[src/sv/fbpa_pkg.sv]
package fbpa_pkg;

  localparam int unsigned MAX_BLOCKS     = 256;
  localparam int unsigned LINK_BYTES_DEF = 4;

  localparam int unsigned IDX_W     = $clog2(MAX_BLOCKS);
  localparam int unsigned LINK_W    = $clog2(MAX_BLOCKS + 1);
  localparam int unsigned ADDR_W    = 32;
  localparam int unsigned SIZE_W    = 16;
  // rounded size may reach one past the 16-bit range before the size check
  localparam int unsigned RND_W     = SIZE_W + 1;
  localparam int unsigned CFG_IDX_W = 2;

  localparam logic [LINK_W-1:0] LINK_NIL = LINK_W'(MAX_BLOCKS);

  typedef enum logic [1:0] {
    OP_GET  = 2'd0,
    OP_PUT  = 2'd1,
    OP_INIT = 2'd2,
    OP_NONE = 2'd3
  } opcode_t;

  typedef enum logic [2:0] {
    ST_OK     = 3'd0,
    ST_EMPTY  = 3'd1,
    ST_BADPUT = 3'd2,
    ST_SMALL  = 3'd3,
    ST_NOINIT = 3'd4
  } status_t;

  typedef enum logic [CFG_IDX_W-1:0] {
    CFG_POOL_BASE   = 2'd0,
    CFG_POOL_BYTES  = 2'd1,
    CFG_BLOCK_BYTES = 2'd2
  } cfg_idx_t;

  typedef enum logic [2:0] {
    S_IDLE,
    S_EXEC,
    S_ROUND,
    S_COUNT,
    S_FILL,
    S_DONE
  } state_t;

  typedef struct packed {
    opcode_t          opcode;
    logic [IDX_W-1:0] block_index;
  } in_req_t;

  typedef struct packed {
    status_t           status;
    logic [IDX_W-1:0]  granted_index;
    logic [ADDR_W-1:0] granted_addr;
    logic [LINK_W-1:0] free_count;
    logic [LINK_W-1:0] low_mark;
    logic [LINK_W-1:0] total_blocks;
    logic [SIZE_W-1:0] rounded_size;
  } out_rsp_t;

  typedef struct packed {
    logic [CFG_IDX_W-1:0] index;
    logic [ADDR_W-1:0]    wdata;
  } cfg_wr_t;

endpackage

[src/sv/fbpa_div.sv]
// Restoring divider, one quotient bit per cycle. done pulses in the cycle
// after the last step; quo holds until the next start.
module fbpa_div #(
  parameter int unsigned W = fbpa_pkg::RND_W
) (
  input  logic         clk,
  input  logic         rst_n,
  input  logic         start,
  input  logic [W-1:0] num,
  input  logic [W-1:0] den,
  output logic         done,
  output logic [W-1:0] quo
);

  localparam int unsigned CW = $clog2(W);

  logic          busy_r;
  logic          done_r;
  logic [CW-1:0] cnt_r;
  logic [W-1:0]  rem_r, rem_nxt;
  logic [W-1:0]  quo_r, quo_nxt;
  logic [W-1:0]  den_r;
  logic [W:0]    trial;
  logic [W+1:0]  diff;

  assign trial = {rem_r, quo_r[W-1]};
  assign diff  = {1'b0, trial} - {2'b00, den_r};

  always_comb begin
    if (!diff[W+1]) begin
      rem_nxt = diff[W-1:0];
      quo_nxt = {quo_r[W-2:0], 1'b1};
    end else begin
      rem_nxt = trial[W-1:0];
      quo_nxt = {quo_r[W-2:0], 1'b0};
    end
  end

  always_ff @(posedge clk) begin
    if (!rst_n) begin
      busy_r <= 1'b0;
      done_r <= 1'b0;
      cnt_r  <= '0;
    end else begin
      done_r <= 1'b0;
      if (start) begin
        busy_r <= 1'b1;
        cnt_r  <= '0;
      end else if (busy_r) begin
        cnt_r <= cnt_r + CW'(1);
        if (cnt_r == CW'(W - 1)) begin
          busy_r <= 1'b0;
          done_r <= 1'b1;
        end
      end
    end
  end

  always_ff @(posedge clk) begin
    if (start) begin
      rem_r <= '0;
      quo_r <= num;
      den_r <= den;
    end else if (busy_r) begin
      rem_r <= rem_nxt;
      quo_r <= quo_nxt;
    end
  end

  assign done = done_r;
  assign quo  = quo_r;

  ap_no_restart_busy: assert property (@(posedge clk) disable iff (!rst_n)
    busy_r |-> !start)
    else $error("divider started while busy");

  ap_done_ends_busy: assert property (@(posedge clk) disable iff (!rst_n)
    done_r |-> !busy_r && $past(busy_r))
    else $error("divider done without a finished run");

  ap_run_length: assert property (@(posedge clk) disable iff (!rst_n)
    (busy_r && cnt_r == CW'(W - 1)) |=> done_r)
    else $error("divider missed its last step");

endmodule

[config.mk]
export PLATFORM = sky130hd
export DESIGN_NAME = fbpa_div
export DESIGN_NICKNAME = d
export VERILOG_FILES = /design/src/sv/fbpa_pkg.sv /design/src/sv/fbpa_div.sv
export SDC_FILE = /design/constraint.sdc
export NUM_CORES = 1
export LEC_CHECK = 0
export BUFFER_PORTS_ARGS = -buffer_cell sky130_fd_sc_hd__buf_2
export CELL_PAD_IN_SITES_DETAIL_PLACEMENT = 1
export CELL_PAD_IN_SITES_GLOBAL_PLACEMENT = 1
export CORE_ASPECT_RATIO = 0.9
export CORE_MARGIN = 4
export CORE_UTILIZATION = 44
export CTS_CLUSTER_SIZE = 14
export DETAILED_ROUTE_END_ITERATION = 16
export GPL_TIMING_DRIVEN = 0
export PLACE_DENSITY_LB_ADDON = 0.25
export SLEW_MARGIN = 5
export SYNTH_ARGS = -nofsm -noshare
export SYNTH_HDL_FRONTEND = slang
export SYNTH_SLANG_ARGS = --single-unit
[constraint.sdc]
create_clock -name clk -period 2.9 [get_ports clk]
set_input_delay 0 -clock clk [delete_from_list [all_inputs] [get_ports clk]]
set_output_delay 0 -clock clk [all_outputs]
set_load 0.02 [all_outputs]
==> impl_metrics.ini <==
[run_status]
status = complete, no violations

[cts]
htreeDepth = 3
cts_made_buffers = 9
cts_setup_buffers = 0
cts_tree = done
clockRootBuffer = clkbuf_8
cts_sinks = 58
clk_latency_ps = 350
clkTransAtPathRegs_ps = 70
ctsLongestPathBuffers = 2

[place]
hpwl_mm = 5.70
numPortBuffers = 54
routabilityCongestion = 0.820
dp.cells = 454

[power_and_ir_drop]
pwr-share-seq = 0.438
irDropWorstVdd_v = 0.000320
p_total_mw = 2.20
p_clk_frac = 0.376
p_switching_mw = 0.608
leakagePower_nw = 1.77
swShare = 0.276
p_int_mw = 1.59
pwr-share-comb = 0.186
powerDensity_nw_per_um2 = 522

[finish]
nets = 464
synthToLayoutAreaGrowth_pct = 29.0
instances_no_fill = 505
drive_gt1_frac = 0.252
antenna_cells = 0

[setup_path]
critical-path-slowest-cell = edfxtp_1
critPathTopFamily = compound AO/OA/AOI/OAI gates
path_cells = inv_1 > ha_1 > inv_1 > fa_1 > a211oi_2 > o211ai_1 > a21oi_2 > a211oi_1 > o311ai_0 > o211ai_1
max_stage_delay_ps = 450
path_class = register to register
critPathCaptureType = register
crit_path_start_kind = register
crit_fanout = 3
cp_num_buf_inv = 2
worst_ep_arrival_time_ps = 2940
critPathRequiredTime_ps = 3110

[global_routing]
met2_usage = 0.399
grt_pass1_wl_mm = 15.4
use_met1 = 0.258
overflow = 0
grt.busiest_layer = met2
met3_usage = 0.0441
grt.total_usage = 0.220
grt_pass1_vias = 2958
grt_max_degree = 19
grt_antenna_before_repair = 0

[yosys]
synth_top_flop_cell = edfxtp_1
synth_cell_type_count = 57
synth-edff-count = 34
avgSynthCellArea_sq_um = 10.6
syn_nets = 364
synth_fa_ha_area_frac = 0.0788
yosys.area_share.simple = 0.123
seq_area_frac_synth = 0.459
synthTopCellsByCount = 34 x edfxtp_1, 27 x nand2_1, 24 x dfxtp_1
async_flop_share = 0
yosysMostFrequentCell = edfxtp_1
synth.area.top_cells = edfxtp_1 31%, dfxtp_1 15%, ha_1 7.3%
synth_top_family_by_area = compound AO/OA/AOI/OAI gates
muxShareOfSynthArea = 0.0984
synth_xor_xnor_area_share = 0.0375
synth-seq-cells = 58
ys.warnings.count = 0
synth.top_cell.area_share = 0.312
yosys.area.top_type = edfxtp_1
syn_inst = 307
synth_compound_gate_area_share = 0.153
synth_area_sq_um = 3270

[detailed_routing]
vias = 2714
drtIter0Drc = 107
dr.pass1.iters = 4
routed_wirelength_mm = 9.27
ant_nets = 0
via_per_inst = 5.37
drc = 0
route.detailed.wl_per_inst_um = 18.4

[floorplan]
die_y_um = 89.8
die_area_sq_um = 8880
chipWidth_um = 98.9
pin_count = 55
start_util = 0.457
fp.coreArea_sq_um = 7150
rows = 29

[sta]
relSlewSlack = 0.514
fmax_ghz = 0.366
grt_setup_unrepaired = no
setup-tns-final_ps = 0
hold_viol_final = 0
worst_clock_skew_ps = 9.67
slew_violations = 0
setup_viol = 0
layout_min_cycle_time_ps = 2730
fin_crit_sh = 0.942
tightest_slew_ps = 729

[run]
max_cap_viol_count = 0

[min_path]
min_path_type = input port to register
[through the flow]
step	cell area [sq um]	worst slack [ps]	util	hold slack [ps]
3_3_place_gp	3660	246	0.511	176
5_1_grt	4220	36.0	0.590	147
3_5_place_dp	3660	193	0.511	178
2_1_floorplan	3270	436	-	98.9
6_report	4220	169	0.590	140
4_1_cts	4220	155	0.590	143
[power by group through the flow]
stage | sequential, mW | combinational, mW | clock [mW]
5_1_grt | 0.968 | 0.450 | 0.887
4_1_cts | 0.960 | 0.399 | 0.828
2_1_floorplan | 1.00 | 0.219 | 0
3_3_place_gp | 0.975 | 0.347 | 0
3_5_place_dp | 0.977 | 0.359 | 0
6_report | 0.964 | 0.409 | 0.829
[state kept, by name (all words and copies together) (netlist names)]
register and cells:
quo 17, busy_r 1, rem_r 17, done 1
den_r 17, cnt_r 5
[path summary, 6_finish.rpt]
| path | from | end | slack, ps | depth (start not counted) |
|---|---|---|---|---|
| worst max-delay path | quo[16]$_DFFE_PP_ | rem_r[16]$_SDFFE_PP0P_ | 170 | 10 |
| worst min-delay path | start | den_r[2]$_DFFE_PP_ | 140 | 1 |
| worst max register to register | quo[16]$_DFFE_PP_ | rem_r[16]$_SDFFE_PP0P_ | 170 | 10 |
| worst min register to register | rem_r[2]$_SDFFE_PP0P_ | rem_r[2]$_SDFFE_PP0P_ | 480 | 2 |
[layout by cell type, fill, tap and decap left out, types with 7 or more instances in the layout]
cell type and instances:
a211oi_1 7, a21oi_1 16, buf_2 55, clkbuf_1 8, clkbuf_8 9, dfxtp_1 24, dlygate4sd3_1 35, edfxtp_1 34
ha_1 19, inv_1 23, mux2_2 17, mux2i_1 13, nand2_1 27, nor2_1 17, o21ai_0 10, o21ai_1 8
xnor2_1 8
[kinds of logic (layout without fill, tap and decap cells)]
logic type / count (synthesis) / after routing
simple gates: 77 / 77
compound gates: 73 / 73
flops: 58 / 58
buf+inv: 35 / 140
mux: 30 / 30
fa+ha+maj: 20 / 20
xor+xnor: 14 / 14
[area by class of cell]
type,instances,area (sq um)
multi-input combinational,214,1610
inverter,23,86.3
clock buffer,10,128
sequential,58,1500
tap,93,116
buffer,12,76.3
fill,784,2930
clock inverter,6,81.3
timing repair buffer,89,621
[per-layer routing]
metal  vias to the layer above  part of all wire
met5                         -                 0
met4                         0             0.016
li1                       1321                 -
met3                        10             0.042
met2                        58              0.52
met1                      1325              0.42
[timing repair]
action                                  4_1_cts  5_1_grt
resized for setup                             0        1
hold buffers                                 35        0
endpoints found under the setup margin        0        1
hold endpoints to repair                     35        0
Power figures use the tool's default switching activity.
